File: src/sv/cbe_pkg.sv
// shared constants, types and helpers for the cubic bezier point evaluator
// no dependencies; used by every cbe_* module and the top level
`timescale 1ns / 1ps

package cbe_pkg;

   // fixed point
   localparam int FRAC_BITS  = 16;
   localparam int IO_W       = 24;
   localparam int REG_W      = 20;
   localparam int COEF_W     = 24;
   localparam int ACC_W      = 25;
   localparam int PROD_W     = ACC_W + FRAC_BITS + 1;
   localparam int T_CMP_W    = IO_W + 2;

   // configuration registers
   localparam int NUM_REGS   = 8;
   localparam int CSR_IDX_W  = $clog2(NUM_REGS);

   localparam int REG_CTRL0_X = 0;
   localparam int REG_CTRL0_Y = 1;
   localparam int REG_CTRL1_X = 2;
   localparam int REG_CTRL1_Y = 3;
   localparam int REG_CTRL2_X = 4;
   localparam int REG_CTRL2_Y = 5;
   localparam int REG_CTRL3_X = 6;
   localparam int REG_CTRL3_Y = 7;

   localparam int AXES   = 2;
   localparam int AXIS_X = 0;
   localparam int AXIS_Y = 1;

   // pipeline: input, three multiply/add pairs, output
   localparam int NUM_STAGES = 8;

   typedef logic signed [REG_W-1:0]  ctrl_type;
   typedef logic signed [COEF_W-1:0] coef_word_type;
   typedef logic signed [ACC_W-1:0]  acc_type;
   typedef logic signed [PROD_W-1:0] prod_type;
   typedef logic signed [IO_W-1:0]   io_type;

   typedef struct packed {
      coef_word_type a;
      coef_word_type b;
      coef_word_type c;
      coef_word_type d;
   } coef_type;

   typedef struct packed {
      logic [FRAC_BITS-1:0] t_frac;
      logic                 t_low;
      logic                 t_high;
   } side_type;

   typedef struct packed {
      logic mul_load;
      logic add_load;
   } stage_ctl_type;

   localparam ctrl_type CTRL_ONE   = ctrl_type'(longint'(1) << FRAC_BITS);
   localparam ctrl_type CTRL_ZERO  = '0;

   localparam prod_type HALF = prod_type'(longint'(1) << (FRAC_BITS - 1));

   localparam io_type IO_MAX = {1'b0, {(IO_W-1){1'b1}}};
   localparam io_type IO_MIN = {1'b1, {(IO_W-1){1'b0}}};

   // value returned for t at or above one, saturated when one does not fit
   localparam io_type ONE_OUT = (FRAC_BITS >= IO_W - 1) ? IO_MAX
                                : io_type'(longint'(1) << FRAC_BITS);

   localparam logic signed [T_CMP_W-1:0] ONE_CMP =
      (T_CMP_W)'(longint'(1) << FRAC_BITS);

   function automatic coef_word_type ext_ctrl(input ctrl_type p);
      return {{(COEF_W-REG_W){p[REG_W-1]}}, p};
   endfunction

endpackage

File: src/sv/cbe_horner.sv
// one horner step for both axes: multiply stage then round-and-add stage
// depends on cbe_pkg
`timescale 1ns / 1ps

module cbe_horner (
   input  logic                   clock,
   input  cbe_pkg::stage_ctl_type ctl,
   input  cbe_pkg::acc_type       acc_in  [cbe_pkg::AXES],
   input  cbe_pkg::side_type      side_in,
   input  cbe_pkg::coef_word_type addend  [cbe_pkg::AXES],
   output cbe_pkg::acc_type       acc_out [cbe_pkg::AXES],
   output cbe_pkg::side_type      side_out
);

   cbe_pkg::prod_type prod_ff  [cbe_pkg::AXES];
   cbe_pkg::prod_type prod_in  [cbe_pkg::AXES];
   cbe_pkg::side_type side_mid_ff;
   cbe_pkg::acc_type  acc_ff   [cbe_pkg::AXES];
   cbe_pkg::acc_type  acc_in_n [cbe_pkg::AXES];
   cbe_pkg::side_type side_ff;
   cbe_pkg::prod_type rounded  [cbe_pkg::AXES];

   logic signed [cbe_pkg::FRAC_BITS:0] t_s;

   assign t_s = {1'b0, side_in.t_frac};

   always_comb begin
      for (int ax = 0; ax < cbe_pkg::AXES; ax++) begin
         prod_in[ax] = cbe_pkg::prod_type'(acc_in[ax]) * cbe_pkg::prod_type'(t_s);
      end
   end

   always_ff @(posedge clock) begin
      if (ctl.mul_load) begin
         prod_ff     <= prod_in;
         side_mid_ff <= side_in;
      end
   end

   // round half up, floor shift, then add the next coefficient
   always_comb begin
      for (int ax = 0; ax < cbe_pkg::AXES; ax++) begin
         rounded[ax]  = (prod_ff[ax] + cbe_pkg::HALF) >>> cbe_pkg::FRAC_BITS;
         acc_in_n[ax] = cbe_pkg::acc_type'(rounded[ax][cbe_pkg::ACC_W-1:0])
                      + cbe_pkg::acc_type'(addend[ax]);
      end
   end

   always_ff @(posedge clock) begin
      if (ctl.add_load) begin
         acc_ff  <= acc_in_n;
         side_ff <= side_mid_ff;
      end
   end

   assign acc_out  = acc_ff;
   assign side_out = side_ff;

endmodule

File: config.mk
export PLATFORM = sky130hd
export DESIGN_NAME = cbe_horner
export DESIGN_NICKNAME = d
export VERILOG_FILES = /design/src/sv/cbe_pkg.sv /design/src/sv/cbe_horner.sv
export SDC_FILE = /design/constraint.sdc
export NUM_CORES = 2
export LEC_CHECK = 0
export BUFFER_PORTS_ARGS = -buffer_cell sky130_fd_sc_hd__buf_2
export CORE_AREA = 2 2 302 214
export CTS_CLUSTER_SIZE = 12
export DETAILED_ROUTE_END_ITERATION = 8
export DIE_AREA = 0 0 304 216
export PLACE_DENSITY = 0.73
export SLEW_MARGIN = 15
export SYNTH_ARGS = -nofsm -noshare
export SYNTH_HDL_FRONTEND = slang
export SYNTH_SLANG_ARGS = --single-unit
File: constraint.sdc
create_clock -name clock -period 10.8 [get_ports clock]
set_input_delay 0.54 -clock clock [delete_from_list [all_inputs] [get_ports clock]]
set_output_delay 0.54 -clock clock [all_outputs]
set_load 0.005 [all_outputs]
==> impl_metrics.ini <==
[detailed_routing]
vias = 23700
via_per_inst = 5.24
first_iter_violations = 1411
ant_nets = 0
first_pass_iters = 6
wirelength_um = 75900
drc = 0
routedWlPerCell_um = 16.8

[finish]
nets = 4810
area_delta_synth_final_pct = 6.30
fill_cells = 5541
final_core_util = 0.581
drive_above_1_share = 0.0670

[placement]
dp_hpwl_um = 58300
gp_congestion = 0.828
io_buffers = 186

[critical_path]
crit_chain = buf_2, buf_4, nand2_1, fa_1, inv_1, fa_1, fa_1, fa_1, fa_1, inv_1, fa_1, inv_1, ha_1, a21oi_1, o21ai_1, a311oi_1, o21ai_0, o211ai_1, nand3_1, a211o_1, a41oi_1, xnor2_1
setup.worst_path.end_class = flop
cp.arrival_ns = 7.30
crit_path_max_fanout = 30
crit_family = adder cells
cpPeakStageDelay_ns = 0.57
crit_required_ns = 11.04
path_buf_inv = 5
cp-start-kind = input port
path_common_cell = fa_1
critical_path_class = input port to flop
cpMaxStageDelayCell = fa_1

[synthesis]
synth_area_leaders = fa_1 (45%), edfxtp_1 (12%), inv_1 (9.8%)
syn_inst = 3591
ys_ff_latch = 138
avgSynthCellArea_um2 = 9.54
synth_cell_types = 58
synth_common_cells = inv_1 (895), fa_1 (770), nand2_1 (545)
ys_seq_area_frac = 0.121
synth_top_area_share = 0.450
synthArstFlopShare = 0
syn_area_um2 = 34300
synth_area_leader_cell = fa_1
syn_nets = 4726
synth_edf_count = 138
synth_ff_type = edfxtp_1
yosysMostFrequentCell = inv_1
synth_warnings = 0

[clock_tree]
ctsHoldBuffers = 0
cts_tree = yes
cts_resized = 0
cts_setup_buffers = 0
clk_path_buf_depth = 2
path_clk_slew_ns = 0.07
ctsHtreeMaxLevel = 4
cts_sinks = 138
insertion_delay_ns = 0.51
cts_made_buffers = 17
cts_root_buf = clkbuf_16

[die]
core-area_um2 = 62700
start_util = 0.546
die_h_um = 216
pin_count = 187
dieArea_um2 = 65700
rows = 77
die_x_um = 304

[sta]
clock.fmax_ghz = 0.142
slew_viol_final = 0
finalClockSkew_ns = 0.00921
rsz0062_at_grt = no
period_minus_slack_ns = 7.06
slew_headroom = 0.293
setup-tns-final_ns = 0
worst_pin_slew_ns = 1.06
fin_crit_sh = 0.654
setup_violations = 0
finalHoldViolations = 0

[global_routing]
gr-usage-all-layers = 0.251
grt_pass1_vias = 25700
grt_max_degree = 71
antenna_found_initial = 4
grt-ovfl-total = 0
grt_pass1_wl_um = 130000

[worst_hold_path]
min_path_type = input port to flop

[flow_run]
maxCapViolCount = 0

[status]
status = completed
==> registers in the layout (all words and copies together) (netlist names) <==
name         cells
acc_out         50
prod_ff         52
side_mid_ff     18
side_out        18
==> cells by family (layout without fill, tap and decap cells) <==
group | Yosys count | in the layout | synth area share
compound gates | 212 | 212 | 0.0418
xor+xnor | 167 | 167 | 0.0427
fa+ha+maj | 1016 | 1016 | 0.540
buf+inv | 1031 | 1128 | 0.113
flops | 138 | 138 | 0.121
other cells | 0 | 2 | 0
simple gates | 1027 | 1027 | 0.142
==> layout make-up <==
| cell class | count | area (um2) | area share |
|---|---|---|---|
| Tap cell | 829 | 1040 | 0.0285 |
| Timing Repair Buffer | 201 | 1050 | 0.0288 |
| Sequential cell | 138 | 4140 | 0.114 |
| Antenna cell | 2 | 5.00 | 0.000137 |
| Multi-Input combinational cell | 2422 | 26300 | 0.721 |
| Clock inverter | 15 | 151 | 0.00416 |
| Clock buffer | 17 | 425 | 0.0117 |
| Inverter | 895 | 3360 | 0.0922 |
==> layer usage <==
layer,vias to the layer above,global-route usage,routed length (um)
met3,83,0.0435,5320
met5,-,0,27
li1,10700,-,-
met1,12100,0.356,33800
met2,713,0.406,35700
met4,4,0.0554,1060
==> placed cells by master (no fill, tap or decap), drive strengths merged, types with 29 or more instances in the layout <==
cell / n
inv: 897
fa: 770
nand2: 545
and2: 311
ha: 246
buf: 201
edfxtp: 138
xnor2: 118
a21oi: 72
nor2: 57
xor2: 49
nand3: 38
o21ai: 35
a21o: 29
==> worst paths after layout <==
kind / from / end / slack, ns / cells past startpoint
hold / removal: side_in[0] / side_mid_ff[0] / 0.21 / 1
setup reg to reg: prod_ff[59] / acc_out[49] / 6.63 / 16
hold reg to reg: side_mid_ff[16] / side_out[16] / 0.41 / 0
setup / recovery: side_in[10] / prod_ff[38] / 3.74 / 22
==> per-stage QoR <==
step | hold WS (ns) | area, um2 | instances | setup slack (ns)
CTS | 0.167 | 36400 | 4517 | 3.83
global placement | 0.400 | 35800 | 4485 | 3.39
floorplan | 0.400 | 34300 | 3591 | 4.28
global route | 0.186 | 36400 | 4517 | 3.33
finish | 0.207 | 36400 | 4519 | 3.74
detailed placement | 0.405 | 35800 | 4485 | 3.30
Power is not shown: default switching activity piles up to over one toggle a cycle in this logic, so the estimate is an artifact.
