<file path="config.mk">
export PLATFORM = sky130hd
export DESIGN_NAME = cbe_out
export DESIGN_NICKNAME = d
export VERILOG_FILES = /design/src/sv/cbe_pkg.sv /design/src/sv/cbe_out.sv
export SDC_FILE = /design/constraint.sdc
export NUM_CORES = 1
export LEC_CHECK = 0
export ABC_AREA = 0
export BUFFER_PORTS_ARGS = -buffer_cell sky130_fd_sc_hd__buf_2
export CAP_MARGIN = 20
export CORE_MARGIN = 5
export CORE_UTILIZATION = 44
export DETAILED_ROUTE_END_ITERATION = 8
export PLACE_DENSITY = 0.83
export SLEW_MARGIN = 10
export SYNTH_ARGS = -nofsm -noshare
export SYNTH_HDL_FRONTEND = slang
export SYNTH_SLANG_ARGS = --single-unit
</file>
<file path="constraint.sdc">
create_clock -name clock -period 1.7 [get_ports clock]
set_clock_uncertainty 0.15 [all_clocks]
set_input_delay 0.255 -clock clock [delete_from_list [all_inputs] [get_ports clock]]
set_output_delay 0.255 -clock clock [all_outputs]
set_load 0.05 [all_outputs]
</file>
<file path="src/sv/cbe_pkg.sv">
// shared constants, types and helpers for the cubic bezier point evaluator
// no dependencies; used by every cbe_* module and the top level
`timescale 1ns / 1ps

package cbe_pkg;

   // fixed point
   localparam int FRAC_BITS  = 16;
   localparam int IO_W       = 24;
   localparam int REG_W      = 20;
   localparam int COEF_W     = 24;
   localparam int ACC_W      = 25;
   localparam int PROD_W     = ACC_W + FRAC_BITS + 1;
   localparam int T_CMP_W    = IO_W + 2;

   // configuration registers
   localparam int NUM_REGS   = 8;
   localparam int CSR_IDX_W  = $clog2(NUM_REGS);

   localparam int REG_CTRL0_X = 0;
   localparam int REG_CTRL0_Y = 1;
   localparam int REG_CTRL1_X = 2;
   localparam int REG_CTRL1_Y = 3;
   localparam int REG_CTRL2_X = 4;
   localparam int REG_CTRL2_Y = 5;
   localparam int REG_CTRL3_X = 6;
   localparam int REG_CTRL3_Y = 7;

   localparam int AXES   = 2;
   localparam int AXIS_X = 0;
   localparam int AXIS_Y = 1;

   // pipeline: input, three multiply/add pairs, output
   localparam int NUM_STAGES = 8;

   typedef logic signed [REG_W-1:0]  ctrl_type;
   typedef logic signed [COEF_W-1:0] coef_word_type;
   typedef logic signed [ACC_W-1:0]  acc_type;
   typedef logic signed [PROD_W-1:0] prod_type;
   typedef logic signed [IO_W-1:0]   io_type;

   typedef struct packed {
      coef_word_type a;
      coef_word_type b;
      coef_word_type c;
      coef_word_type d;
   } coef_type;

   typedef struct packed {
      logic [FRAC_BITS-1:0] t_frac;
      logic                 t_low;
      logic                 t_high;
   } side_type;

   typedef struct packed {
      logic mul_load;
      logic add_load;
   } stage_ctl_type;

   localparam ctrl_type CTRL_ONE   = ctrl_type'(longint'(1) << FRAC_BITS);
   localparam ctrl_type CTRL_ZERO  = '0;

   localparam prod_type HALF = prod_type'(longint'(1) << (FRAC_BITS - 1));

   localparam io_type IO_MAX = {1'b0, {(IO_W-1){1'b1}}};
   localparam io_type IO_MIN = {1'b1, {(IO_W-1){1'b0}}};

   // value returned for t at or above one, saturated when one does not fit
   localparam io_type ONE_OUT = (FRAC_BITS >= IO_W - 1) ? IO_MAX
                                : io_type'(longint'(1) << FRAC_BITS);

   localparam logic signed [T_CMP_W-1:0] ONE_CMP =
      (T_CMP_W)'(longint'(1) << FRAC_BITS);

   function automatic coef_word_type ext_ctrl(input ctrl_type p);
      return {{(COEF_W-REG_W){p[REG_W-1]}}, p};
   endfunction

endpackage

</file>
<file path="src/sv/cbe_out.sv">
// output stage: clamp cases and saturation into the result register
// depends on cbe_pkg
`timescale 1ns / 1ps

module cbe_out (
   input  logic              clock,
   input  logic              load,
   input  cbe_pkg::acc_type  acc_in [cbe_pkg::AXES],
   input  cbe_pkg::side_type side_in,
   output cbe_pkg::io_type   point_x,
   output cbe_pkg::io_type   point_y
);

   cbe_pkg::io_type point_ff [cbe_pkg::AXES];
   cbe_pkg::io_type point_in [cbe_pkg::AXES];

   always_comb begin
      for (int ax = 0; ax < cbe_pkg::AXES; ax++) begin
         priority if (side_in.t_low) begin
            point_in[ax] = '0;
         end else if (side_in.t_high) begin
            point_in[ax] = cbe_pkg::ONE_OUT;
         end else if (acc_in[ax][cbe_pkg::ACC_W-1] == acc_in[ax][cbe_pkg::IO_W-1]) begin
            point_in[ax] = acc_in[ax][cbe_pkg::IO_W-1:0];
         end else if (acc_in[ax][cbe_pkg::ACC_W-1]) begin
            point_in[ax] = cbe_pkg::IO_MIN;
         end else begin
            point_in[ax] = cbe_pkg::IO_MAX;
         end
      end
   end

   always_ff @(posedge clock) begin
      if (load) begin
         point_ff <= point_in;
      end
   end

   assign point_x = point_ff[cbe_pkg::AXIS_X];
   assign point_y = point_ff[cbe_pkg::AXIS_Y];

endmodule
</file>
==> reports/metrics.csv, run 1 <==
stage;metric;value;unit
clock_network;cts_tree;done;
critical_path;crit_required;1600;ps
grt;grt-ovfl-total;0;
grt;grt_pass1_wl;7440;um
layout;drive_above_1_share;49.8;%
route;vias_per_cell;4.73;
clock_network;cts_resized;0;
die;dieWidth;79.0;um
sta;period_needed;1360;ps
place;dp.cells;319;
logic_synthesis;synth.distinct_cells;14;
grt;grt_max_degree;49;
logic_synthesis;synth_fp_nets;241;
clock_network;cts_made_buffers;5;
route;dr_total_vias;1547;
pwr;leakagePower;1.27;nW
clock_network;cts_setup_buffers;0;
logic_synthesis;yosys_warnings;0;
critical_path;cp.arrival;1260;ps
layout;ff_latch_area;1440;um2
grt;grt_usage;15.6;%
sta;setup_viol;0;
clock_network;cts_max_path_buffers;2;
route;drtPass1Iterations;4;
sta;slew_viol_final;0;
critical_path;cp-start-kind;input port;
run;drv_cap;0;
die;die_y;79.0;um
worst_hold_path;hp-class;in2reg;
sta;max_freq;0.736;GHz
layout;final_cell_mix;101 x buf_2, 48 x edfxtp_1, 27 x a21oi_1;
clock_network;cts_hold_buf;0;
die;placementRows;25;
die;initial_core_util;45.0;%
route;dr.first_iter.drc_count;105;
logic_synthesis;synth_seq_cells;48;
place;post-dp-hpwl;3360;um
sta;layout_setup_ws;342;ps
layout;fin_nets;346;
route;ant_nets;0;
sta;tns;0;ps
sta;finalHoldViolCount;0;
logic_synthesis;syn_area;2100;um2
critical_path;path_class;in2reg;
sta;min_period_over_period;79.9;%
die;design.core.area;4660;um2
grt;grt_pass1_vias;1548;
logic_synthesis;synth.avg_cell_area;12.6;um2
clock_network;cts.sinks;48;
logic_synthesis;ys_seq_area_share;68.7;%
clock_network;root_buffer;clkbuf_8;
die;num_io_pins;118;
layout;diodes;0;
sta;relSlewSlack;79.0;%
layout;multi_input_area;500;um2
logic_synthesis;syn_inst;167;
route;drt-total-wl;4670;um
layout;syn_to_final_growth;33.7;%
layout;final_common_cell;buf_2;
pwr;power_density;992;nW/um2
clock_network;clkTransAtPathRegs;80;ps
sta;tightest_slew;315;ps
route;wire_per_inst;14.3;um
clock_network;h-tree-depth;2;
layout;stdcell_count;327;
place;portBuffers;101;
place;place_ws;5.65;ps
logic_synthesis;yosys-top-cells-area;edfxtp_1 69%, a21oi_2 8.4%, a21oi_1 6.4%;
route;post-route-drc-count;0;
logic_synthesis;synth_area_leader_cell;edfxtp_1;
sta;rsz0062_at_grt;false;
pwr;peakVddDrop;409;uV
layout;nFillCells;368;
die;die_area;6250;um2
critical_path;path_max_fanout;21;
outcome;status;finished clean;
grt;antenna_found_initial;0;
critical_path;critPathCaptureType;register;
sta;hold_ws;125;ps
pwr;power;2.78;mW
logic_synthesis;synth_top_area_share;68.7;%
place;gp_congestion;0.772;
registers in the layout (all words and copies together) (netlist names):
| register | cells |
|---|---|
| point_y | 24 |
| point_x | 24 |
through the flow:
step / cell area, um2 / util (%)
6_report: 2800 / 60.1
4_1_cts: 2800 / 60.1
2_1_floorplan: 2100 / -
3_5_place_dp: 2720 / 58.4
3_3_place_gp: 2720 / 58.4
5_1_grt: 2800 / 60.1
routing by layer:
| metal | track usage [%] | up-vias | share of wire, % |
|---|---|---|---|
| li1 | - | 774 | - |
| met1 | 17.0 | 710 | 38 |
| met2 | 28.0 | 52 | 53 |
| met3 | 4.65 | 11 | 6.3 |
| met4 | 6.70 | 0 | 2.6 |
| met5 | 0 | - | 0 |
layout make-up:
| cell class | count | share of cell area [%] |
|---|---|---|
| repair buffers | 110 | 22.2 |
| flip-flops and latches | 48 | 51.4 |
| multi-input cells | 83 | 17.9 |
| clock buffers | 7 | 2.72 |
| inverters | 24 | 3.21 |
| well taps | 54 | 2.41 |
| clock inverters | 1 | 0.134 |
worst max-delay path, cell delays in order:
cell and delay, ps:
buf_2 90, inv_1 40, ha_1 270, buf_4 300, nand2b_1 90, a21oi_1 160
nor2_1 50
final timing paths:
path	startpoint	end	slack, ps	cells after the start
min	acc_in[27]	point_x[2]	130	3
max	acc_in[48]	point_x[16]	340	7
cells in the mapped netlist, drive strengths merged:
cell,number
edfxtp,48
a21oi,47
inv,24
nand2,22
buf,7
clkbuf,5
nor2,5
ha,4
nand2b,3
or2,2
cell families (layout without fill, tap and decap cells):
family | count (synthesis) | count (layout) | synth area share, %
AO/OA/AOI/OAI | 47 | 47 | 14.8
AND/OR/NAND/NOR | 32 | 32 | 6.68
buffers and inverters | 36 | 142 | 7.40
flip-flops | 48 | 48 | 68.7
adder cells (fa/ha/maj) | 4 | 4 | 2.39
report_power, final:
part	switching [mW]	internal, mW	total (mW)
registers	0.0220	1.41	1.43
logic	0.530	0.185	0.716
clock network	0.347	0.287	0.634
No activity file was read; power rests on OpenSTA's default activity.
==> run 2: changes to the inputs <==
- ABC_AREA: 0 -> 1
- clock period: 1.7 -> 1.43 ns (I/O delays scaled with it)
==> run 2 against run 1 <==
Largest power group unchanged. Synthesized area decreased by 0.60%. Count of clock-buffer cells in the layout decreased by 1. Total power increased by 20%. Die area decreased by 0.52%. Utilization increased by 0.51 points. Cell area increased by 0.85%. Via count increased by 5.0%. Sequential power increased by 18%. Global-route usage decreased by 0.63 points. Critical path depth decreased by 6. Highest routed layer is now met5. Final cell count increased by 4.0%.
==> reports/metrics.csv, run 2 <==
stage;metric;value;unit
logic_synthesis;yosys-top-cells-area;edfxtp_1 69%, a21oi_1 9.8%, nand2_1 8.6%;
sta;hold_ws;115;ps
critical_path;cp.arrival;900;ps
pwr;power_density;1180;nW/um2
critical_path;critPathCaptureType;output port;
layout;nFillCells;382;
logic_synthesis;syn_inst;175;
grt;grt_usage;15.0;%
critical_path;crit_chain;buf_2;
logic_synthesis;synth.distinct_cells;14;
logic_synthesis;ys_seq_area_share;69.1;%
route;dr.first_iter.drc_count;79;
die;initial_core_util;44.7;%
route;dr_total_vias;1625;
critical_path;critPathTopFamily;flip-flops;
outcome;status;finished clean;
critical_path;cp-start-kind;register;
critical_path;path_max_fanout;1;
die;num_io_pins;118;
layout;final_cell_mix;101 x buf_2, 48 x nand2_1, 48 x edfxtp_1;
critical_path;crit_slowest_cell;edfxtp_1;
sta;tns;0;ps
logic_synthesis;synth_top_area_share;69.1;%
grt;antenna_found_initial;1;
route;drtPass1Iterations;4;
route;wire_per_inst;13.8;um
layout;syn_to_final_growth;35.6;%
critical_path;slowest_delay;340;ps
logic_synthesis;synth_fp_nets;249;
sta;min_period_over_period;88.4;%
clock_network;clkTransAtPathRegs;90;ps
logic_synthesis;synth.avg_cell_area;11.9;um2
sta;setup_viol;0;
clock_network;cts_max_path_buffers;2;
sta;tightest_slew;273;ps
grt;grt-ovfl-total;0;
sta;finalHoldViolCount;0;
logic_synthesis;ys_async_sr_fraction;0;%
place;place_ws;-107;ps
run;drv_cap;0;
clock_network;h-tree-depth;2;
worst_hold_path;hp-class;in2reg;
critical_path;path_buf_inv;1;
layout;diodes;0;
layout;drive_above_1_share;44.8;%
pwr;power;3.34;mW
critical_path;crit_required;1070;ps
place;gp_congestion;0.694;
sta;period_needed;1260;ps
layout;final_common_cell;buf_2;
route;ant_nets;0;
place;post-dp-hpwl;3370;um
logic_synthesis;syn_area;2080;um2
route;vias_per_cell;4.78;
layout;fin_nets;359;
sta;relSlewSlack;81.8;%
logic_synthesis;synth_seq_cells;48;
place;placed_cell_area;2740;um2
sta;rsz0062_at_grt;false;
layout;fin_area;2830;um2
pwr;peakVddDrop;569;uV
grt;grt_pass1_wl;7270;um
clock_network;cts_made_buffers;5;
die;die_y;78.8;um
clock_network;cts_resized;0;
die;placementRows;25;
logic_synthesis;synth_area_leader_cell;edfxtp_1;
clock_network;root_buffer;clkbuf_8;
sta;layout_setup_ws;166;ps
logic_synthesis;synth_edf_count;48;
route;post-route-drc-count;0;
clock_network;cts.sinks;48;
sta;slew_viol_final;0;
pwr;leakagePower;1.27;nW
clock_network;cts_setup_buffers;0;
logic_synthesis;yosys_warnings;0;
clock_network;cts_hold_buf;0;
grt;grt_max_degree;49;
die;die_area;6210;um2
die;design.core.area;4660;um2
place;portBuffers;101;
sta;max_freq;0.791;GHz
die;dieWidth;78.8;um
route;drt-total-wl;4690;um
clock_network;cts_tree;done;
logic_synthesis;yosys_most_used_dff;edfxtp_1;
logic_synthesis;yosys-top-cells-count;48 x edfxtp_1, 48 x nand2_1, 41 x a21oi_1, 9 x inv_1;
grt;grt_pass1_vias;1621;
critical_path;path_class;reg2out;
run 2: changes by cell type in the layout (fill, tap and decap cells not counted), moves of 2 or more:
cell	before	now
nand2_2	0	2
buf_12	4	6
a21oi_2	20	3
inv_1	24	9
nand2b_1	2	0
nand2_1	22	48
nand3_1	0	2
a21oi_1	27	41
or2_1	2	0
buf_4	5	8
run 2: path summary, 6_finish.rpt:
check / endpoint / slack (ps) / depth (start not counted) / start
max: point_y[4] / 170 / 1 / point_y[4]
min: point_y[1] / 110 / 3 / acc_in[1]
run 2: metal layers:
layer | vias to the layer above | global-route usage (%) | share of wire (%)
met5 | - | 0 | 0.28
met4 | 2 | 5.84 | 1.4
met3 | 9 | 5.90 | 9.9
met2 | 64 | 27.2 | 51
met1 | 727 | 15.5 | 37
li1 | 823 | - | -
run 2: power breakdown:
part           leakage, nW  total [mW]  switching [mW]  internal, mW
Clock               0.0388       0.781           0.441         0.340
Combinational        0.774       0.872           0.629         0.243
Sequential           0.459        1.69          0.0222          1.67
Total                 1.27        3.34            1.09          2.25
run 2: per-stage QoR:
stage / instances / utilization (%)
2_1_floorplan: 175 / -
3_3_place_gp: 332 / 58.8
3_5_place_dp: 332 / 58.8
4_1_cts: 340 / 60.6
5_1_grt: 340 / 60.6
6_report: 340 / 60.6
run 2: final cells by class:
type	instances	area (um2)	share of cell area (%)
Inverter	10	37.5	1.33
Timing Repair Buffer	115	686	24.3
Sequential cell	48	1440	51.0
Clock buffer	6	72.6	2.57
Tap cell	54	67.6	2.39
Multi-Input combinational cell	105	510	18.1
Clock inverter	2	11.3	0.398
run 2: kinds of logic after synthesis:
group,count (synthesis),share of synthesized area [%]
adders and majority gates,4,2.40
AOI/OAI and AO/OA,44,11.1
and+or+nand+nor,57,11.0
buffers and inverters,22,6.36
DFF,48,69.1
