$ cat src/sv/cbe_pkg.sv
// shared constants, types and helpers for the cubic bezier point evaluator
// no dependencies; used by every cbe_* module and the top level
`timescale 1ns / 1ps

package cbe_pkg;

   // fixed point
   localparam int FRAC_BITS  = 16;
   localparam int IO_W       = 24;
   localparam int REG_W      = 20;
   localparam int COEF_W     = 24;
   localparam int ACC_W      = 25;
   localparam int PROD_W     = ACC_W + FRAC_BITS + 1;
   localparam int T_CMP_W    = IO_W + 2;

   // configuration registers
   localparam int NUM_REGS   = 8;
   localparam int CSR_IDX_W  = $clog2(NUM_REGS);

   localparam int REG_CTRL0_X = 0;
   localparam int REG_CTRL0_Y = 1;
   localparam int REG_CTRL1_X = 2;
   localparam int REG_CTRL1_Y = 3;
   localparam int REG_CTRL2_X = 4;
   localparam int REG_CTRL2_Y = 5;
   localparam int REG_CTRL3_X = 6;
   localparam int REG_CTRL3_Y = 7;

   localparam int AXES   = 2;
   localparam int AXIS_X = 0;
   localparam int AXIS_Y = 1;

   // pipeline: input, three multiply/add pairs, output
   localparam int NUM_STAGES = 8;

   typedef logic signed [REG_W-1:0]  ctrl_type;
   typedef logic signed [COEF_W-1:0] coef_word_type;
   typedef logic signed [ACC_W-1:0]  acc_type;
   typedef logic signed [PROD_W-1:0] prod_type;
   typedef logic signed [IO_W-1:0]   io_type;

   typedef struct packed {
      coef_word_type a;
      coef_word_type b;
      coef_word_type c;
      coef_word_type d;
   } coef_type;

   typedef struct packed {
      logic [FRAC_BITS-1:0] t_frac;
      logic                 t_low;
      logic                 t_high;
   } side_type;

   typedef struct packed {
      logic mul_load;
      logic add_load;
   } stage_ctl_type;

   localparam ctrl_type CTRL_ONE   = ctrl_type'(longint'(1) << FRAC_BITS);
   localparam ctrl_type CTRL_ZERO  = '0;

   localparam prod_type HALF = prod_type'(longint'(1) << (FRAC_BITS - 1));

   localparam io_type IO_MAX = {1'b0, {(IO_W-1){1'b1}}};
   localparam io_type IO_MIN = {1'b1, {(IO_W-1){1'b0}}};

   // value returned for t at or above one, saturated when one does not fit
   localparam io_type ONE_OUT = (FRAC_BITS >= IO_W - 1) ? IO_MAX
                                : io_type'(longint'(1) << FRAC_BITS);

   localparam logic signed [T_CMP_W-1:0] ONE_CMP =
      (T_CMP_W)'(longint'(1) << FRAC_BITS);

   function automatic coef_word_type ext_ctrl(input ctrl_type p);
      return {{(COEF_W-REG_W){p[REG_W-1]}}, p};
   endfunction

endpackage

$ cat src/sv/cbe_coef.sv
// control point registers and per-axis power-basis coefficients
// depends on cbe_pkg
`timescale 1ns / 1ps

module cbe_coef (
   input  logic                          clock,
   input  logic                          reset,
   input  logic                          csr_wr_en,
   input  logic [cbe_pkg::CSR_IDX_W-1:0] csr_index,
   input  logic [cbe_pkg::REG_W-1:0]     csr_wr_data,
   output cbe_pkg::coef_type             coef [cbe_pkg::AXES]
);

   cbe_pkg::ctrl_type ctrl_ff [cbe_pkg::NUM_REGS];
   cbe_pkg::coef_type coef_ff [cbe_pkg::AXES];
   cbe_pkg::coef_type coef_in [cbe_pkg::AXES];

   always_ff @(posedge clock) begin
      if (reset) begin
         ctrl_ff[cbe_pkg::REG_CTRL0_X] <= cbe_pkg::CTRL_ZERO;
         ctrl_ff[cbe_pkg::REG_CTRL0_Y] <= cbe_pkg::CTRL_ZERO;
         ctrl_ff[cbe_pkg::REG_CTRL1_X] <= cbe_pkg::CTRL_ZERO;
         ctrl_ff[cbe_pkg::REG_CTRL1_Y] <= cbe_pkg::CTRL_ZERO;
         ctrl_ff[cbe_pkg::REG_CTRL2_X] <= cbe_pkg::CTRL_ONE;
         ctrl_ff[cbe_pkg::REG_CTRL2_Y] <= cbe_pkg::CTRL_ONE;
         ctrl_ff[cbe_pkg::REG_CTRL3_X] <= cbe_pkg::CTRL_ONE;
         ctrl_ff[cbe_pkg::REG_CTRL3_Y] <= cbe_pkg::CTRL_ONE;
      end else if (csr_wr_en) begin
         ctrl_ff[csr_index] <= csr_wr_data;
      end
   end

   // a = p3 - 3p2 + 3p1 - p0, b = 3p2 - 6p1 + 3p0, c = 3p1 - 3p0, d = p0
   always_comb begin
      cbe_pkg::coef_word_type p0, p1, p2, p3;
      cbe_pkg::coef_word_type p0x3, p1x3, p2x3;
      for (int ax = 0; ax < cbe_pkg::AXES; ax++) begin
         p0 = cbe_pkg::ext_ctrl(ctrl_ff[cbe_pkg::REG_CTRL0_X + ax]);
         p1 = cbe_pkg::ext_ctrl(ctrl_ff[cbe_pkg::REG_CTRL1_X + ax]);
         p2 = cbe_pkg::ext_ctrl(ctrl_ff[cbe_pkg::REG_CTRL2_X + ax]);
         p3 = cbe_pkg::ext_ctrl(ctrl_ff[cbe_pkg::REG_CTRL3_X + ax]);
         p0x3 = (p0 <<< 1) + p0;
         p1x3 = (p1 <<< 1) + p1;
         p2x3 = (p2 <<< 1) + p2;
         coef_in[ax].a = p3 - p2x3 + p1x3 - p0;
         coef_in[ax].b = p2x3 - (p1x3 <<< 1) + p0x3;
         coef_in[ax].c = p1x3 - p0x3;
         coef_in[ax].d = p0;
      end
   end

   // follows the registers in the next cycle; writes must land only while idle, which the block does not enforce
   always_ff @(posedge clock) begin
      coef_ff <= coef_in;
   end

   assign coef = coef_ff;

endmodule

$ cat config.mk
export PLATFORM = sky130hd
export DESIGN_NAME = cbe_coef
export DESIGN_NICKNAME = d
export VERILOG_FILES = /design/src/sv/cbe_pkg.sv /design/src/sv/cbe_coef.sv
export SDC_FILE = /design/constraint.sdc
export NUM_CORES = 1
export LEC_CHECK = 0
export ABC_AREA = 1
export BUFFER_PORTS_ARGS = -buffer_cell sky130_fd_sc_hd__buf_2
export CELL_PAD_IN_SITES_DETAIL_PLACEMENT = 1
export CELL_PAD_IN_SITES_GLOBAL_PLACEMENT = 2
export CORE_ASPECT_RATIO = 0.6
export CORE_MARGIN = 8
export CORE_UTILIZATION = 32
export CTS_CLUSTER_SIZE = 16
export DETAILED_ROUTE_END_ITERATION = 10
export GPL_ROUTABILITY_DRIVEN = 0
export GPL_TIMING_DRIVEN = 0
export PLACE_DENSITY = 0.79
export REMOVE_ABC_BUFFERS = 1
export SYNTH_ARGS = -nofsm -noshare
export SYNTH_HDL_FRONTEND = slang
export SYNTH_SLANG_ARGS = --single-unit
$ cat constraint.sdc
create_clock -name clock -period 4 [get_ports clock]
set_input_delay 0.4 -clock clock [delete_from_list [all_inputs] [get_ports clock]]
set_output_delay 0.4 -clock clock [all_outputs]
set_load 0.02 [all_outputs]
==> flow_summary.yaml, run 1 <==
logic_synthesis:
  ys_seq_area_frac: 0.290
  synthesis.area_um2: 29100
  synth_seq_cells: 342
  yosys_most_used_dff: "dfxtp_1"
  synth_top_area_frac: 0.165
  syn_inst: 4093
  synth_edf_count: 160
  synth_area_leaders: "edfxtp_1 (17%), nand2_1 (16%), dfxtp_1 (13%)"
  synth_warnings: 0
  synth_top_cell_by_area: "edfxtp_1"
  synth_area_per_cell_um2: 7.11
  post_synth_num_cell_types: 40
  synthArstFlopShare: 0
power_and_ir_drop:
  p_per_area_nw_per_um2: 924
  p_leak_nw: 19.3
  ir_drop_uv: 446
  p_total_mw: 36.5
finish:
  finalNonFillerCells: 5780
  design_area_um2: 39500
  final_nets: 4942
  fin_util: 0.439
  area_growth_pct: 35.6
  drive_gt1_frac: 0.296
detailed_routing:
  remaining_drc_errors: 0
  firstDrtPassIters: 5
  wl_per_cell_um: 22.3
  vias_per_cell: 5.03
  wirelength_um: 129000
  drt_iter0_drc: 2409
  route.vias.total: 29100
  ant_nets: 0
clock_tree:
  cts_made_buffers: 41
  cts_buffer_depth: 3
  clk_latency_ps: 610
  clock_sinks: 342
  cts_tree: "done"
  cts_root_buf: "clkbuf_16"
  cts_hold_buf: 0
  htree_levels: 2
  clkTransAtPathRegs_ps: 60
timing:
  fin_crit_ps: 4290
  finalHoldViolations: 0
  fin_crit_sh: 1.07
  drv_slew: 0
  clock.fmax_mhz: 233
  worst_slew_pin_slew_ps: 1110
  tns_ps: -6150
  setup_violations: 42
  clock_skew_ps: 25.9
  fin_ws_ps: -288
  relSlewSlack: 0.260
  rsz0062_at_grt: "yes"
placement:
  hpwl_um: 103000
  io_buffers: 217
  placed_cells: 5502
  dpl_cell_area_um2: 31500
critical_path:
  cp_num_buf_inv: 5
  r2r-start: "ctrl_ff[3][1]$_SDFFCE_PN0P_"
  r2r_cells: 23
  reg2reg_slack_ps: -290
  reg2reg_to: "coef[91]$_DFF_P_"
  worstPathArrival_ps: 4760
  cp_data_required_time_ps: 4470
  startpoint_type: "flop"
  worst_path_max_delay_cell: "fa_1"
  worstSetupPathType: "reg2reg"
  path_common_cell: "nand2_2"
  critPathTopFamily: "adder cells"
  crit_chain: "buf_6 -> buf_6 -> buf_8 -> ha_4 -> nand2_2 -> nor2_2 -> nand3_2 -> nand3_4 -> nand3_4 -> nand2_4 -> nand2_2 -> nand2_4 -> fa_2 -> fa_1 -> inv_2 -> ha_4 -> nand2_8 -> nor2_4 -> inv_2 -> nor2_4 -> nand3_2 -> nand4_1 -> nand2_2"
  max_stage_delay_ps: 560
  critPathMaxFanout: 4
  crit_path_end_kind: "flop"
grt:
  antenna_found_initial: 3
  grtUsageTotal: 0.239
  grt_pass1_vias: 27900
  grt-ovfl-total: 0
  grt_pass1_wl_um: 184000
  grt_max_degree: 22
floorplanning:
  dieHeight_um: 250
  placementRows: 85
  die_area_um2: 101000
  core_um2: 89900
  dieWidth_um: 405
  io_pins: 218
  initial_core_util: 0.324
worst_hold_path:
  hold_class: "in2reg"
  hp-start: "csr_index[2]"
  holdPathEnd: "ctrl_ff[5][16]$_SDFFCE_PN1P_"
  worst_hold_path.num_cells: 4
status:
  status: "finished with violations"
  violations: "setup timing"
flow_run:
  cap_violations: 0
-- what timing repair did --
action                                  4_1_cts  5_1_grt
buffers inserted                             92      108
endpoints found under the hold margin         0        0
pin swaps                                   135      234
endpoints found under the setup margin      113       70
resized for setup                           552      592
-- metal layers --
metal  track usage  up-vias  wire length [µm]
li1              -    13700                 -
met1         0.391    14300             66600
met2         0.284      994             46200
met3        0.0912      112             14400
met4        0.0345        2              1870
met5             0        -                13
-- report_power, final --
| group | internal [mW] | leakage [nW] | switching, mW | total, mW |
|---|---|---|---|---|
| combinational | 9.97 | 15.5 | 17.3 | 27.3 |
| sequential | 4.70 | 3.07 | 0.297 | 4.99 |
| clock | 2.47 | 0.730 | 1.74 | 4.20 |
| total | 17.1 | 19.3 | 19.3 | 36.5 |
-- worst reg2reg max path, cell delays in order, from the launching register on --
cell and delay [ps]:
edfxtp_1 390, buf_6 160, buf_6 140, buf_8 140
ha_4 290, nand2_2 60, nor2_2 130, nand3_2 130
nand3_4 160, nand3_4 120, nand2_4 90, nand2_2 60
nand2_4 100, fa_2 450, fa_1 560, inv_2 70
ha_4 360, nand2_8 90, nor2_4 150, inv_2 60
nor2_4 120, nand3_2 110, nand4_1 100, nand2_2 90
-- state kept, by name (all words and copies together), names as in the netlist --
signal / cells
ctrl_ff: 160
coef: 182
-- through the flow --
step                worst slack (ps)  hold WS [ps]
CTS                             -245           209
global placement               -1580           448
finish                          -288           244
detailed placement             -1570           445
floorplan                        163           402
global route                    -403           253
-- cell families (layout without fill, tap and decap cells) --
kind of cell	after synthesis	after routing	synth area share
AO/OA/AOI/OAI	333	333	0.0637
other	0	3	0
adder cells (fa/ha/maj)	390	390	0.203
AND/OR/NAND/NOR	2108	2108	0.301
flip-flops	342	342	0.290
XOR/XNOR	119	119	0.0358
buffers and inverters	801	1267	0.106
-- worst max-delay path by stage --
stage               slack (ps)  cells past startpoint                         from           endpoint
finish                    -290                     23  ctrl_ff[3][1]$_SDFFCE_PN0P_   coef[91]$_DFF_P_
global route              -400                     24  ctrl_ff[3][0]$_SDFFCE_PN0P_   coef[91]$_DFF_P_
CTS                       -240                     23  ctrl_ff[2][0]$_SDFFCE_PN0P_  coef[189]$_DFF_P_
detailed placement       -1570                     22  ctrl_ff[3][1]$_SDFFCE_PN0P_   coef[88]$_DFF_P_
global placement         -1580                     22  ctrl_ff[3][1]$_SDFFCE_PN0P_   coef[92]$_DFF_P_
floorplan                  160                     22  ctrl_ff[3][1]$_SDFFCE_PN0P_   coef[88]$_DFF_P_
-- final cells by class --
| type | count | area (µm²) |
|---|---|---|
| multi-input combinational | 2950 | 22400 |
| clock inverter | 17 | 196 |
| sequential | 342 | 8450 |
| tap | 1218 | 1520 |
| fill | 10800 | 50400 |
| inverter | 775 | 2940 |
| antenna | 3 | 7.51 |
| clock buffer | 59 | 1260 |
| timing repair buffer | 416 | 2720 |
-- Yosys cell counts (2+ instances only) --
library cell,n
nand2_2,16
o21ai_2,5
dfxtp_1,182
nand3_2,7
o21ai_1,3
nor3_2,4
buf_2,12
xnor2_1,35
inv_1,773
nor2_1,424
o31ai_1,2
xor2_1,84
buf_6,4
clkinv_1,2
nand4_2,2
a21oi_1,210
or2_4,2
and2_1,11
nor3_1,33
o21bai_2,5
a21o_1,15
a21oi_2,3
nor2_2,26
nor4_1,3
edfxtp_1,160
nand3b_1,17
ha_1,252
o21bai_1,23
fa_1,138
nor2_4,4
o21ai_0,61
nand3_1,249
o21a_1,3
buf_4,10
nand4_1,65
nand2_1,1244
-- placed cells by master, fill, tap and decap left out, types with 19 or more instances in the layout --
master     instances
nor2_1           344
inv_2             72
xor2_1            42
nand3_4           31
o21bai_1          19
xor2_2            22
buf_4            174
fa_1             109
nand3_2           38
buf_2            217
ha_4              95
nand3_1          187
nor2_2            68
nand2_1          997
ha_2              29
xor2_4            20
clkbuf_16         47
fa_2              29
a21oi_1          135
a21oi_2           53
nand2_2          174
ha_1             128
a21oi_4           26
nand2_4           83
nand4_1           65
xnor2_1           20
nor2_4            42
inv_1            690
nor3_1            19
dfxtp_1          182
buf_6             19
o21ai_0           44
edfxtp_1         160
No activity file was read; power rests on OpenSTA's default activity.
==> run 2, diff against run 1 <==
--- a/config.mk
+++ b/config.mk
@@ -17,6 +17,7 @@
 export GPL_ROUTABILITY_DRIVEN = 0
 export GPL_TIMING_DRIVEN = 0
 export PLACE_DENSITY = 0.79
+export RECOVER_POWER = 25
 export REMOVE_ABC_BUFFERS = 1
 export SYNTH_ARGS = -nofsm -noshare
 export SYNTH_HDL_FRONTEND = slang
==> run 2 against run 1 <==
The run still ends with setup timing left. Clock skew rose by 0.90 ps. Clock-buffer cell count did not move. Combinational power barely moved. Total power barely moved. Sequential share of layout area barely moved. Die area did not move. Via count barely moved. Clock power barely moved. Register-to-register slack got worse by 20 ps. Critical endpoint unchanged. Largest cell class unchanged.
==> flow_summary.yaml, run 2 (same netlist as run 1, synthesis figures left out) <==
finish:
  final_nets: 4942
  area.sequential_um2: 8450
  multiInputGateArea_um2: 22400
  design_area_um2: 39400
  area_growth_pct: 35.4
  finalNonFillerCells: 5780
  fill_cells: 10800
  final_common_cell: "nand2_1"
  largest_reg_flops: 182
  drive_gt1_frac: 0.293
  most-common-layout-cells: "nand2_1 (997), inv_1 (690), nor2_1 (344)"
timing:
  drv_slew: 0
  tns_ps: -6500
  fin_crit_sh: 1.08
  fin_ws_ps: -310
  setup_violations: 43
  clock_skew_ps: 26.8
  fin_crit_ps: 4310
  rsz0062_at_grt: "yes"
  relSlewSlack: 0.264
  worst_slew_pin_slew_ps: 1100
  clock.fmax_mhz: 232
  finalHoldViolations: 0
grt:
  grtUsageMet2: 0.284
  grt_max_degree: 22
  use_met3: 0.0912
  grt-ovfl-total: 0
  grt_pass1_vias: 27900
  grt.busiest_layer: "met1"
  grtUsageTotal: 0.239
  grt_util_met1: 0.391
  antenna_found_initial: 3
  grt_pass1_wl_um: 184000
critical_path:
  path_common_cell: "nand2_2"
  crit_path_end_kind: "flop"
  cp_data_required_time_ps: 4470
  worstSetupPathType: "reg2reg"
  startpoint_type: "flop"
  worstPathArrival_ps: 4780
  crit_chain: "buf_6 -> buf_6 -> buf_8 -> ha_4 -> nand2_2 -> nand2_1 -> nand2_1 -> nand2_2 -> nand2_4 -> nand3_4 -> nand3_4 -> nand3_1 -> nand2_4 -> fa_2 -> fa_1 -> inv_2 -> ha_4 -> nand2_8 -> nor2_4 -> inv_2 -> nor2_4 -> nand3_2 -> nand4_1 -> nand2_2"
  critPathMaxFanout: 4
  worst_path_max_delay_cell: "fa_1"
  max_stage_delay_ps: 560
status:
  status: "finished with violations"
  violations: "setup timing"
detailed_routing:
  wl_per_cell_um: 22.4
  vias_per_cell: 5.04
  wirelength_um: 129000
  route.vias.total: 29100
  drt_iter0_drc: 2529
  firstDrtPassIters: 6
  ant_nets: 0
  remaining_drc_errors: 0
power_and_ir_drop:
  p_leak_nw: 19.3
  ir_drop_uv: 446
  p_per_area_nw_per_um2: 926
clock_tree:
  clkTransAtPathRegs_ps: 60
  cts_tree: "done"
  cts_hold_buf: 0
  clock_sinks: 342
  htree_levels: 2
  cts_buffer_depth: 3
  cts_root_buf: "clkbuf_16"
  cts_made_buffers: 41
  clk_latency_ps: 610
floorplanning:
  core_um2: 89900
  dieWidth_um: 405
  io_pins: 218
  placementRows: 85
  dieHeight_um: 250
  initial_core_util: 0.324
  die_area_um2: 101000
placement:
  dpl_cell_area_um2: 31500
  io_buffers: 217
  hpwl_um: 103000
  placed_cells: 5502
worst_hold_path:
  hold_class: "in2reg"
flow_run:
  cap_violations: 0
==> run 2: changes by cell type in the layout (fill, tap and decap cells not counted) <==
cell	previous run	this run
buf_4	174	146
clkbuf_1	6	23
clkbuf_4	0	12
buf_2	217	216
==> run 2: area by class of cell <==
class / count / area share
Multi-Input combinational cell: 2950 / 0.568
Sequential cell: 342 / 0.214
Inverter: 775 / 0.0746
Timing Repair Buffer: 416 / 0.0675
Tap cell: 1218 / 0.0387
Clock buffer: 59 / 0.0321
Clock inverter: 17 / 0.00498
Antenna cell: 3 / 0.000190
==> run 2: timing repair <==
item	in CTS	in global routing
resized for setup	552	592
setup buffers	92	108
setup endpoints to repair	113	70
hold endpoints to repair	0	0
pin swaps	135	234
==> run 2: final timing paths <==
kind                               startpoint                      endpoint  slack, ps  cells after the start
setup reg to reg  ctrl_ff[3][1]$_SDFFCE_PN0P_              coef[91]$_DFF_P_       -310                     24
hold / removal                   csr_index[2]  ctrl_ff[5][16]$_SDFFCE_PN1P_        240                      4
hold reg to reg   ctrl_ff[1][5]$_SDFFCE_PN0P_               coef[5]$_DFF_P_        470                      0
setup / recovery  ctrl_ff[3][1]$_SDFFCE_PN0P_              coef[91]$_DFF_P_       -310                     24
==> run 2: report_power, final <==
part           internal, mW  leakage [nW]  switching, mW
combinational          9.97          15.5           17.3
clock                  2.47         0.730           1.73
sequential             4.70          3.07          0.297
==> run 2: layer usage <==
| layer | share of wire | wire [µm] | vias to the layer above |
|---|---|---|---|
| met2 | 0.36 | 46200 | 1022 |
| met5 | 0.00010 | 13 | - |
| li1 | - | - | 13700 |
| met1 | 0.51 | 66500 | 14300 |
| met4 | 0.014 | 1840 | 2 |
| met3 | 0.11 | 14600 | 108 |
==> run 2: worst max-delay path: cells and delay by family, from the launching register on <==
kind | cells | cell delay [ps]
simple gates | 15 | 1650
flops | 1 | 390
fa+ha+maj | 4 | 1530
buf+inv | 5 | 570
==> run 2: per-stage QoR <==
stage          hold slack (ps)  setup WS [ps]  total power [mW]   util
2_1_floorplan              402            163              17.8      -
3_3_place_gp               448          -1580              24.2  0.351
3_5_place_dp               445          -1570              24.5  0.351
4_1_cts                    209           -245              32.3  0.403
5_1_grt                    253           -402              38.8  0.438
6_report                   243           -310              36.5  0.439
